<file path="config.mk">
export PLATFORM = sky130hd
export DESIGN_NAME = gregorian_date_arithmetic_unit
export DESIGN_NICKNAME = d
export VERILOG_FILES = /design/src/rtl/gdau_pkg.sv /design/src/rtl/gdau_ctrl.sv /design/src/rtl/gdau_fwd.sv /design/src/rtl/gdau_inv.sv /design/src/rtl/gregorian_date_arithmetic_unit.sv
export SDC_FILE = /design/constraint.sdc
export NUM_CORES = 2
export LEC_CHECK = 0
export BUFFER_PORTS_ARGS = -buffer_cell sky130_fd_sc_hd__buf_4
export CAP_MARGIN = 20
export CORE_MARGIN = 8
export CORE_UTILIZATION = 55
export DETAILED_ROUTE_END_ITERATION = 10
export GPL_TIMING_DRIVEN = 0
export HOLD_SLACK_MARGIN = 0.02
export MAX_ROUTING_LAYER = met4
export PLACE_DENSITY = 0.85
export RECOVER_POWER = 50
export SYNTH_ARGS = -nofsm -noshare
export SYNTH_HDL_FRONTEND = slang
export SYNTH_HIERARCHICAL = 1
export SYNTH_SLANG_ARGS = --single-unit
export TNS_END_PERCENT = 30
</file>
<file path="constraint.sdc">
create_clock -name clk_i -period 7.1 [get_ports clk_i]
set_input_delay 0.71 -clock clk_i [delete_from_list [all_inputs] [get_ports clk_i]]
set_output_delay 0.71 -clock clk_i [all_outputs]
set_load 0.02 [all_outputs]
</file>
<file path="src/rtl/gdau_pkg.sv">
// Shared constants, types and calendar tables for the Gregorian date arithmetic unit.
`timescale 1ns / 1ps
`default_nettype none

package gdau_pkg;

  // Stream widths (fields packed from bit 0 up, padded to whole bytes)
  localparam int unsigned IN_W  = 72;
  localparam int unsigned OUT_W = 56;

  // Pipeline depth: two forward stages, one combine stage, seven inverse
  // stages and the output register
  localparam int unsigned STAGES     = 11;
  localparam int unsigned INV_STAGES = 7;

  // Field widths
  localparam int unsigned YEAR_IN_W = 14;
  localparam int unsigned JDN_W     = 23;
  localparam int unsigned DIFF_W    = 23;
  localparam int unsigned YEAR_W    = 16;
  localparam int unsigned OFS_W     = 23;

  // Operation codes
  typedef enum logic [1:0] {
    MODE_DIFF = 2'd0,
    MODE_ADD  = 2'd1,
    MODE_WDAY = 2'd2
  } mode_e;

  // Divisibility by 25 through the inverse of 25 modulo 2^14
  localparam logic [13:0] INV25     = 14'd7209;
  localparam logic [13:0] DIV25_LIM = 14'((2**14 - 1) / 25);

  // Floor division by 25 of values below 2^13
  localparam int unsigned DIV25_SH  = 17;
  localparam logic [12:0] DIV25_MUL = 13'((2**17 + 24) / 25);

  // Forward conversion offsets
  localparam logic [23:0] JDN_OFS   = 24'd32045;
  localparam logic [14:0] YEAR_SHIFT = 15'd4800;

  // Inverse conversion constants
  localparam longint unsigned ERA_DAYS  = 64'd146097;
  localparam longint unsigned QUAD_DAYS = 64'd1461;
  localparam logic [24:0] CIV_OFS   = 25'd32044;
  // 100 eras of bias keep the first quotient non-negative
  localparam logic [25:0] ERA_BIAS  = 26'(64'd100 * ERA_DAYS);
  localparam logic [25:0] C_BIAS    = 26'(64'd25 * ERA_DAYS);
  localparam logic [15:0] YEAR_BIAS = 16'd14800;

  localparam int unsigned RECIP1_SH = 44;
  localparam logic [26:0] RECIP1_MUL =
    27'(((64'd1 << RECIP1_SH) + ERA_DAYS - 64'd1) / ERA_DAYS);
  localparam int unsigned RECIP2_SH = 29;
  localparam logic [18:0] RECIP2_MUL =
    19'(((64'd1 << RECIP2_SH) + QUAD_DAYS - 64'd1) / QUAD_DAYS);
  localparam int unsigned RECIP3_SH = 19;
  localparam logic [11:0] RECIP3_MUL = 12'(((64'd1 << RECIP3_SH) + 64'd152) / 64'd153);

  // Day offset of a month counted from March, (153*m+2)/5
  function automatic logic [8:0] month_start(input logic [3:0] idx);
    logic [8:0] res;
    case (idx)
      4'd0:    res = 9'd0;
      4'd1:    res = 9'd31;
      4'd2:    res = 9'd61;
      4'd3:    res = 9'd92;
      4'd4:    res = 9'd122;
      4'd5:    res = 9'd153;
      4'd6:    res = 9'd184;
      4'd7:    res = 9'd214;
      4'd8:    res = 9'd245;
      4'd9:    res = 9'd275;
      4'd10:   res = 9'd306;
      4'd11:   res = 9'd337;
      default: res = 9'd0;
    endcase
    return res;
  endfunction

  // Length of a month in a common year; zero for a month code out of range
  function automatic logic [4:0] month_len(input logic [3:0] month);
    logic [4:0] res;
    case (month)
      4'd1:    res = 5'd31;
      4'd2:    res = 5'd28;
      4'd3:    res = 5'd31;
      4'd4:    res = 5'd30;
      4'd5:    res = 5'd31;
      4'd6:    res = 5'd30;
      4'd7:    res = 5'd31;
      4'd8:    res = 5'd31;
      4'd9:    res = 5'd30;
      4'd10:   res = 5'd31;
      4'd11:   res = 5'd30;
      4'd12:   res = 5'd31;
      default: res = 5'd0;
    endcase
    return res;
  endfunction

endpackage

`default_nettype wire

</file>
<file path="src/rtl/gdau_ctrl.sv">
// Valid-bit chain and per-stage load enables of the date pipeline.
`timescale 1ns / 1ps
`default_nettype none

module gdau_ctrl (
  input  wire logic                          clk_i,
  input  wire logic                          rst_ni,
  input  wire logic                          in_valid_i,
  output logic                               in_ready_o,
  output logic                               out_valid_o,
  input  wire logic                          out_ready_i,
  output logic [gdau_pkg::STAGES-1:0]        en_o
);

  localparam int unsigned Last = gdau_pkg::STAGES - 1;

  logic [gdau_pkg::STAGES-1:0] v_q, v_d;
  logic [gdau_pkg::STAGES-1:0] en;

  // A stage loads when it is empty or its contents move on
  always_comb begin
    en[Last] = !v_q[Last] || out_ready_i;
    for (int k = int'(Last) - 1; k >= 0; k--) begin
      en[k] = !v_q[k] || en[k+1];
    end
  end

  // Advance valid bits along with the payload
  always_comb begin
    v_d = v_q;
    if (en[0]) begin
      v_d[0] = in_valid_i;
    end
    for (int k = 1; k < int'(gdau_pkg::STAGES); k++) begin
      if (en[k]) begin
        v_d[k] = v_q[k-1];
      end
    end
  end

  always_ff @(posedge clk_i or negedge rst_ni) begin
    if (!rst_ni) begin
      v_q <= '0;
    end else begin
      v_q <= v_d;
    end
  end

  assign en_o        = en;
  assign in_ready_o  = en[0];
  assign out_valid_o = v_q[Last];

endmodule

`default_nettype wire

</file>
<file path="src/rtl/gdau_fwd.sv">
// Two-stage date check and date-to-day-number conversion for one date.
`timescale 1ns / 1ps
`default_nettype none

module gdau_fwd (
  input  wire logic                              clk_i,
  input  wire logic [1:0]                        en_i,
  input  wire logic [gdau_pkg::YEAR_IN_W-1:0]    year_i,
  input  wire logic [3:0]                        month_i,
  input  wire logic [4:0]                        day_i,
  output logic [gdau_pkg::JDN_W-1:0]             jdn_o,
  output logic                                   ok_o
);

  // Stage 0 terms
  logic        early;
  logic [14:0] y_ext;
  logic [3:0]  mi;
  logic [8:0]  dterm_d, dterm_q;
  logic [23:0] y365_d, y365_q;
  logic [12:0] q4_d, q4_q;
  logic [24:0] p100;
  logic [22:0] p400;
  logic [7:0]  q100_d, q100_q;
  logic [5:0]  q400_d, q400_q;
  logic [13:0] inv_prod;
  logic        div25;
  logic        leap_d, leap_q;
  logic [3:0]  month_q;
  logic [4:0]  day_q;

  // Stage 1 terms
  logic [4:0]  lim;
  logic        ok_d, ok_q;
  logic [23:0] jdn_sum;
  logic [gdau_pkg::JDN_W-1:0] jdn_q;

  // Shift the year to start in March and split it into the leap-day terms
  always_comb begin
    early    = (month_i <= 4'd2);
    y_ext    = {1'b0, year_i} + gdau_pkg::YEAR_SHIFT - {14'd0, early};
    mi       = early ? month_i + 4'd9 : month_i - 4'd3;
    dterm_d  = {4'd0, day_i} + gdau_pkg::month_start(mi);
    y365_d   = 24'(y_ext) * 24'd365;
    q4_d     = y_ext[14:2];
    p100     = 25'(q4_d) * 25'(gdau_pkg::DIV25_MUL);
    p400     = 23'(y_ext[14:4]) * 23'(gdau_pkg::DIV25_MUL);
    q100_d   = p100[24:gdau_pkg::DIV25_SH];
    q400_d   = p400[22:gdau_pkg::DIV25_SH];
  end

  // Leap year: divisible by 4 and not by 100, or divisible by 400
  always_comb begin
    inv_prod = year_i * gdau_pkg::INV25;
    div25    = (inv_prod <= gdau_pkg::DIV25_LIM);
    leap_d   = (year_i[1:0] == 2'd0) && (!div25 || (year_i[3:0] == 4'd0));
  end

  always_ff @(posedge clk_i) begin
    if (en_i[0]) begin
      month_q <= month_i;
      day_q   <= day_i;
      leap_q  <= leap_d;
      dterm_q <= dterm_d;
      y365_q  <= y365_d;
      q4_q    <= q4_d;
      q100_q  <= q100_d;
      q400_q  <= q400_d;
    end
  end

  // Check the date and sum the day number
  always_comb begin
    lim = ((month_q == 4'd2) && leap_q) ? 5'd29 : gdau_pkg::month_len(month_q);
    ok_d = (month_q inside {[4'd1:4'd12]}) && (day_q != 5'd0) && (day_q <= lim);
    jdn_sum = 24'(dterm_q) + y365_q + 24'(q4_q) + 24'(q400_q) - 24'(q100_q)
              - gdau_pkg::JDN_OFS;
  end

  always_ff @(posedge clk_i) begin
    if (en_i[1]) begin
      ok_q  <= ok_d;
      jdn_q <= jdn_sum[gdau_pkg::JDN_W-1:0];
    end
  end

  assign jdn_o = jdn_q;
  assign ok_o  = ok_q;

endmodule

`default_nettype wire

</file>
<file path="src/rtl/gdau_inv.sv">
// Seven-stage day-number-to-date conversion with constant reciprocal multiplies.
`timescale 1ns / 1ps
`default_nettype none

module gdau_inv (
  input  wire logic                               clk_i,
  input  wire logic [gdau_pkg::INV_STAGES-1:0]    en_i,
  input  wire logic signed [24:0]                 a_i,
  input  wire logic [25:0]                        n1_i,
  output logic signed [gdau_pkg::YEAR_W-1:0]      year_o,
  output logic [3:0]                              month_o,
  output logic [4:0]                              day_o
);

  // Era quotient
  logic [52:0]        p1_q;
  logic signed [24:0] a3_q, a4_q;
  logic [8:0]         qb;
  logic [8:0]         qb4_q, qb5_q, qb6_q;
  logic [25:0]        t_d, t_q;
  // Day of era
  logic signed [25:0] c_w;
  logic [15:0]        c5_q, c6_q, c7_q;
  logic [36:0]        p2_q;
  // Year of era
  logic [6:0]         q;
  logic [17:0]        t2_d, t2_q;
  logic [15:0]        yb_d, yb7_q, yb8_q, yb9_q;
  // Day of year and month
  logic [15:0]        e_w;
  logic [8:0]         e8_q, e9_q;
  logic [10:0]        e5;
  logic [22:0]        p3_q;
  logic [3:0]         m1;
  logic               wrap;
  logic [8:0]         day_w;

  // Quotient by the 400-year era length
  always_ff @(posedge clk_i) begin
    if (en_i[0]) begin
      p1_q <= 53'(n1_i) * 53'(gdau_pkg::RECIP1_MUL);
      a3_q <= a_i;
    end
  end

  // Days consumed by whole eras
  always_comb begin
    qb  = p1_q[52:gdau_pkg::RECIP1_SH];
    t_d = 26'(27'(qb) * 27'(gdau_pkg::ERA_DAYS));
  end

  always_ff @(posedge clk_i) begin
    if (en_i[1]) begin
      t_q   <= t_d;
      qb4_q <= qb;
      a4_q  <= a3_q;
    end
  end

  // Remainder within the era
  always_comb begin
    c_w = 26'(a4_q) + $signed(gdau_pkg::C_BIAS) - $signed({2'b00, t_q[25:2]});
  end

  always_ff @(posedge clk_i) begin
    if (en_i[2]) begin
      c5_q  <= c_w[15:0];
      qb5_q <= qb4_q;
    end
  end

  // Quotient by the four-year cycle length
  always_ff @(posedge clk_i) begin
    if (en_i[3]) begin
      p2_q  <= 37'({c5_q, 2'b11}) * 37'(gdau_pkg::RECIP2_MUL);
      c6_q  <= c5_q;
      qb6_q <= qb5_q;
    end
  end

  // Days of whole four-year cycles and the year before the month wrap
  always_comb begin
    q    = p2_q[35:gdau_pkg::RECIP2_SH];
    t2_d = 18'(q) * 18'(gdau_pkg::QUAD_DAYS);
    yb_d = 16'(qb6_q) * 16'd100 + 16'(q);
  end

  always_ff @(posedge clk_i) begin
    if (en_i[4]) begin
      t2_q  <= t2_d;
      c7_q  <= c6_q;
      yb7_q <= yb_d;
    end
  end

  // Day of the March-based year
  always_comb begin
    e_w = c7_q - 16'(t2_q[17:2]);
  end

  always_ff @(posedge clk_i) begin
    if (en_i[5]) begin
      e8_q  <= e_w[8:0];
      yb8_q <= yb7_q;
    end
  end

  // Month index from the day of year
  always_comb begin
    e5 = 11'({e8_q, 2'b00}) + 11'(e8_q) + 11'd2;
  end

  always_ff @(posedge clk_i) begin
    if (en_i[6]) begin
      p3_q  <= 23'(e5) * 23'(gdau_pkg::RECIP3_MUL);
      e9_q  <= e8_q;
      yb9_q <= yb8_q;
    end
  end

  // Map back to a January-based calendar
  always_comb begin
    m1      = p3_q[22:gdau_pkg::RECIP3_SH];
    wrap    = (m1 >= 4'd10);
    day_w   = e9_q - gdau_pkg::month_start(m1) + 9'd1;
    day_o   = day_w[4:0];
    month_o = wrap ? m1 - 4'd9 : m1 + 4'd3;
    year_o  = $signed(yb9_q - gdau_pkg::YEAR_BIAS + 16'(wrap));
  end

endmodule

`default_nettype wire

</file>
<file path="src/rtl/gregorian_date_arithmetic_unit.sv">
// Top level of the Gregorian date arithmetic unit: stream ports, combine and output stages.
`timescale 1ns / 1ps
`default_nettype none

// Gregorian date unit on streaming ports. Each transaction carries a mode, two
// dates and a signed day offset; mode 0 returns the day difference (second
// minus first, saturated to 23 signed bits), mode 1 the first date plus the
// offset, mode 2 the weekday of the first date with Sunday as 0. A result in
// mode 0 with either date failing the month/day/leap check, in mode 1 or 2
// with the first date failing it, or in mode 3, has every field zero. The unit
// takes one transaction per clock while the output does not stall and returns
// results in order through two forward conversion stages, one combine stage,
// seven stages of constant reciprocal multiplies in the day-number-to-date
// conversion and the output register. Backpressure on the output stops only
// the stages that are full, so bubbles are squeezed out while a result waits.
module gregorian_date_arithmetic_unit (
  input  wire logic                        clk_i,
  input  wire logic                        rst_ni,
  input  wire logic                        s_axis_tvalid_i,
  output logic                             s_axis_tready_o,
  // mode[1:0], first_year[15:2], first_month[19:16], first_day[24:20],
  // second_year[38:25], second_month[42:39], second_day[47:43],
  // offset_days[70:48], zero[71]
  input  wire logic [gdau_pkg::IN_W-1:0]   s_axis_tdata_i,
  output logic                             m_axis_tvalid_o,
  input  wire logic                        m_axis_tready_i,
  // valid_res[0], day_difference[23:1], result_year[39:24],
  // result_month[43:40], result_day[48:44], weekday[51:49], zero[55:52]
  output logic [gdau_pkg::OUT_W-1:0]       m_axis_tdata_o
);

  typedef struct packed {
    gdau_pkg::mode_e                 mode;
    logic                            ok;
    logic [gdau_pkg::DIFF_W-1:0]     diff;
    logic [2:0]                      wday;
  } side_t;

  logic [gdau_pkg::STAGES-1:0] en;

  // Input fields
  logic [1:0]                         in_mode;
  logic [gdau_pkg::YEAR_IN_W-1:0]     in_y1, in_y2;
  logic [3:0]                         in_m1, in_m2;
  logic [4:0]                         in_d1, in_d2;
  logic signed [gdau_pkg::OFS_W-1:0]  in_ofs;

  // Stages 0 and 1 side data
  gdau_pkg::mode_e                    mode0_q, mode1_q;
  logic signed [gdau_pkg::OFS_W-1:0]  ofs0_q, ofs1_q;

  // Forward results
  logic [gdau_pkg::JDN_W-1:0] jdn1, jdn2;
  logic                       ok1, ok2;

  // Stage 2
  logic                       valid_d;
  logic signed [23:0]         diff_w;
  logic [gdau_pkg::DIFF_W-1:0] diff_d;
  logic [23:0]                jdn1_ext;
  logic [5:0]                 oct_sum;
  logic [3:0]                 fold1;
  logic [2:0]                 fold2;
  logic [2:0]                 rem7;
  logic [2:0]                 wday_d;
  logic signed [24:0]         a_d, a_q;
  logic [25:0]                n1_d, n1_q;
  side_t                      side2_d;
  side_t                      side_q [2:9];

  // Inverse results and output
  logic signed [gdau_pkg::YEAR_W-1:0] inv_year;
  logic [3:0]                         inv_month;
  logic [4:0]                         inv_day;
  logic [gdau_pkg::OUT_W-1:0]         out_d, out_q;

  gdau_ctrl u_ctrl (
    .clk_i       (clk_i),
    .rst_ni      (rst_ni),
    .in_valid_i  (s_axis_tvalid_i),
    .in_ready_o  (s_axis_tready_o),
    .out_valid_o (m_axis_tvalid_o),
    .out_ready_i (m_axis_tready_i),
    .en_o        (en)
  );

  // Unpack the input transaction
  assign in_mode = s_axis_tdata_i[1:0];
  assign in_y1   = s_axis_tdata_i[15:2];
  assign in_m1   = s_axis_tdata_i[19:16];
  assign in_d1   = s_axis_tdata_i[24:20];
  assign in_y2   = s_axis_tdata_i[38:25];
  assign in_m2   = s_axis_tdata_i[42:39];
  assign in_d2   = s_axis_tdata_i[47:43];
  assign in_ofs  = $signed(s_axis_tdata_i[70:48]);

  gdau_fwd u_fwd_first (
    .clk_i   (clk_i),
    .en_i    (en[1:0]),
    .year_i  (in_y1),
    .month_i (in_m1),
    .day_i   (in_d1),
    .jdn_o   (jdn1),
    .ok_o    (ok1)
  );

  gdau_fwd u_fwd_second (
    .clk_i   (clk_i),
    .en_i    (en[1:0]),
    .year_i  (in_y2),
    .month_i (in_m2),
    .day_i   (in_d2),
    .jdn_o   (jdn2),
    .ok_o    (ok2)
  );

  // Carry mode and offset beside the forward conversion
  always_ff @(posedge clk_i) begin
    if (en[0]) begin
      mode0_q <= gdau_pkg::mode_e'(in_mode);
      ofs0_q  <= in_ofs;
    end
    if (en[1]) begin
      mode1_q <= mode0_q;
      ofs1_q  <= ofs0_q;
    end
  end

  // Result validity per operation
  always_comb begin
    case (mode1_q)
      gdau_pkg::MODE_DIFF: valid_d = ok1 && ok2;
      gdau_pkg::MODE_ADD:  valid_d = ok1;
      gdau_pkg::MODE_WDAY: valid_d = ok1;
      default:             valid_d = 1'b0;
    endcase
  end

  // Saturated day difference
  always_comb begin
    diff_w = $signed({1'b0, jdn2}) - $signed({1'b0, jdn1});
    if (diff_w > 24'sd4194303) begin
      diff_d = {1'b0, {(gdau_pkg::DIFF_W-1){1'b1}}};
    end else if (diff_w < -24'sd4194304) begin
      diff_d = {1'b1, {(gdau_pkg::DIFF_W-1){1'b0}}};
    end else begin
      diff_d = diff_w[gdau_pkg::DIFF_W-1:0];
    end
  end

  // Day number mod 7 by folding octal digits, then shift to Sunday = 0
  always_comb begin
    jdn1_ext = {1'b0, jdn1};
    oct_sum  = '0;
    for (int k = 0; k < 8; k++) begin
      oct_sum = oct_sum + 6'(jdn1_ext[3*k +: 3]);
    end
    fold1  = 4'(oct_sum[5:3]) + 4'(oct_sum[2:0]);
    fold2  = fold1[2:0] + 3'(fold1[3]);
    rem7   = (fold2 == 3'd7) ? 3'd0 : fold2;
    wday_d = (rem7 == 3'd6) ? 3'd0 : rem7 + 3'd1;
  end

  // Shifted sum and the first numerator of the inverse conversion
  always_comb begin
    a_d  = $signed({2'b00, jdn1}) + 25'(ofs1_q) + $signed(gdau_pkg::CIV_OFS);
    n1_d = 26'({a_d, 2'b11}) + gdau_pkg::ERA_BIAS;
  end

  always_comb begin
    side2_d.mode = mode1_q;
    side2_d.ok   = valid_d;
    side2_d.diff = diff_d;
    side2_d.wday = wday_d;
  end

  always_ff @(posedge clk_i) begin
    if (en[2]) begin
      side_q[2] <= side2_d;
      a_q       <= a_d;
      n1_q      <= n1_d;
    end
  end

  // Delay line for mode results beside the inverse conversion
  always_ff @(posedge clk_i) begin
    for (int k = 3; k <= 9; k++) begin
      if (en[k]) begin
        side_q[k] <= side_q[k-1];
      end
    end
  end

  gdau_inv u_inv (
    .clk_i   (clk_i),
    .en_i    (en[9:3]),
    .a_i     (a_q),
    .n1_i    (n1_q),
    .year_o  (inv_year),
    .month_o (inv_month),
    .day_o   (inv_day)
  );

  // Select the fields of the operation; zero everything on an invalid date or mode 3
  always_comb begin
    out_d = '0;
    if (side_q[9].ok) begin
      out_d[0] = 1'b1;
      case (side_q[9].mode)
        gdau_pkg::MODE_DIFF: out_d[23:1] = side_q[9].diff;
        gdau_pkg::MODE_ADD: begin
          out_d[39:24] = inv_year;
          out_d[43:40] = inv_month;
          out_d[48:44] = inv_day;
        end
        gdau_pkg::MODE_WDAY: out_d[51:49] = side_q[9].wday;
        default:             out_d = '0;
      endcase
    end
  end

  always_ff @(posedge clk_i) begin
    if (en[10]) begin
      out_q <= out_d;
    end
  end

  assign m_axis_tdata_o = out_q;

endmodule

`default_nettype wire
</file>
==> results.tsv <==
stage	metric	value	unit
run_status	status	completed	
floorplan	Starting Density	55.1	%
floorplan	Chip Width	383	µm
detailed_routing	DRC violations left	0	
detailed_routing	initial DRC count	2479	
synthesis	cell area after synthesis	74200	µm²
synthesis	Post-Syn Area per Cell	11.6	µm²
detailed_routing	Post-Route WL	157	mm
timing	final worst slack	0.0213	ns
place	gpl congestion	0.945	
detailed_routing	vias per cell	5.42	
detailed_routing	1st-pass router iterations	5	
layout	Final Core Density	61.2	%
timing	Rel. slew slack	32.9	%
grt	largest net degree at the start of global routing	102	
floorplan	IO Pins	134	
timing	final setup fails	0	
place	Final HPWL DP	126	mm
detailed_routing	Antenna Nets Post-Route	0	
layout	fillers	10032	
layout	largest register by flop count	side_q	
floorplan	# rows	135	
cts	latest clock arrival within the worst-skew pair	0.67	ns
cts	CTS tree	built	
worst_setup_path	crit-path max cell delay	0.59	ns
floorplan	Core Area	135000	µm²
worst_setup_path	WP data required	7.50	ns
timing	Worst Max-Slew Pin Slew	1.00	ns
grt	first-pass GRT wire length	254	mm
grt	initial antenna violation count	2	
layout	register area	23300	µm²
worst_setup_path	critical path class	input pin to flip-flop	
cts	clock tree buffer depth	3	
cts	Root Buffer	clkbuf_16	
floorplan	die footprint	147000	µm²
worst_setup_path	Worst setup SP type	input pin	
cts	htree depth	3	
layout	layout cell share with drive strength beyond 1	8.80	%
timing	Max Clk Rate	141	MHz
cts	TritonCTS Buffers	83	
layout	Nets	8922	
detailed_routing	per-cell routed wire length	18.3	µm
worst_setup_path	crit path max-delay cell type	fa_2	
worst_setup_path	Arr. time, crit path	7.48	ns
synthesis	Mapped Cells	6414	
detailed_routing	detailed-route via count	46655	
grt	Congestion Overflow GR	0	
timing	Clock Skew	0.0346	ns
grt	gr usage total	22.0	%
worst_setup_path	CP Max Fanout	10	
job	Max Cap Violations	0	
worst_setup_path	CP endpoint kind	flip-flop	
worst_setup_path	CP startpoint	s_axis_tdata_i[40]	
timing	Final period util	99.7	%
layout	max reg flops	232	
timing	Hold Fails Final Rpt	0	
grt	number of global-route vias before repair	50548	
layout	Layout area overhead	11.1	%
timing	min cycle time layout	7.08	ns
place	DP Worst Slack	-1.51	ns
cts	CTS clk-pin slew, worst paths	0.07	ns
worst_setup_path	reg-to-reg startpoint	u_inv/e8_q[2]	
layout	area of the multi-input gates	46100	µm²
worst_hold_path	min-delay worst type	input pin to flip-flop	
floorplan	die height	383	µm
place	Buffers on Ports	126	
cts	clk sink count	780	
timing	Fin Hold WS	0.227	ns
timing	RSZ-0062 raised after global routing	true	
worst_setup_path	cell repeated most along the worst path	inv_2	
worst_hold_path	hold path startpoint	s_axis_tdata_i[59]	
timing	final slew viol count	0	
synthesis	YS warnings	6	
-- cell usage in the layout (no fill, tap or decap), types with 36 or more instances in the layout --
cell       count
o21a_1        42
nor2_1       179
and2_1        58
buf_4        174
xor2_1        93
nand2_1      127
edfxtp_1     758
o21ai_0      126
a21oi_1      200
fa_1         793
ha_1        1269
xnor2_1      216
nand2b_1      37
inv_1       1569
clkbuf_1      60
nor3_1        76
a211oi_1      36
a21o_1        92
o21bai_1      38
nor2b_1       47
clkbuf_16     86
nand3_1       63
-- per-layer routing --
metal | wire (µm) | GRT usage, %
met1 | 61500 | 25.1
met2 | 82600 | 39.9
met3 | 6780 | 2.76
met4 | 6570 | 8.00
met5 | 0 | -
-- worst paths after layout --
kind	endpoint	slack [ns]	cells after the start
setup / recovery	u_fwd_second/q400_q[5]	0.02	30
max in group asynchronous	u_ctrl/v_q[2]	6.08	2
hold reg to reg	side_q[0][213]	0.40	0
min in group asynchronous	u_ctrl/v_q[6]	0.61	2
setup reg to reg	flip-flop	0.18	30
hold / removal	ofs0_q[11]	0.23	1
-- stage by stage --
stage	std cells	TNS (ns)	cell area, µm²
6_report	8605	0	82500
5_1_grt	8604	-1.08	82500
4_1_cts	8554	-0.105	81600
3_5_place_dp	8355	-45.88	78200
3_3_place_gp	8337	-48.69	77800
2_1_floorplan	6430	-0.834	74600
-- worst max-delay path, delay by kind of cell --
kind                     cells  cell delay, ns
adder cells (fa/ha/maj)      9            3.30
AO/OA/AOI/OAI                6            1.20
AND/OR/NAND/NOR              6            1.11
buffers and inverters        7            0.59
XOR/XNOR                     2            0.54
-- what timing repair did --
| item | in CTS | in global routing |
|---|---|---|
| pin swaps | 24 | 81 |
| setup buffers | 47 | 51 |
| endpoints found under the setup margin | 49 | 44 |
| hold buffers | 1 | 0 |
| resized for setup | 64 | 105 |
| endpoints found under the hold margin | 11 | 0 |
-- final cells by class --
cell class | count | area share, %
Clock inverter | 48 | 0.627
Buffer | 30 | 0.220
Antenna cell | 3 | 0.00910
Multi-Input combinational cell | 4021 | 55.9
Inverter | 1598 | 7.31
Sequential cell | 780 | 28.2
Clock buffer | 103 | 2.66
Tap cell | 1781 | 2.70
Timing Repair Buffer | 241 | 2.41
Power is not shown: default switching activity piles up to over one toggle a cycle in this logic, so the estimate is an artifact.
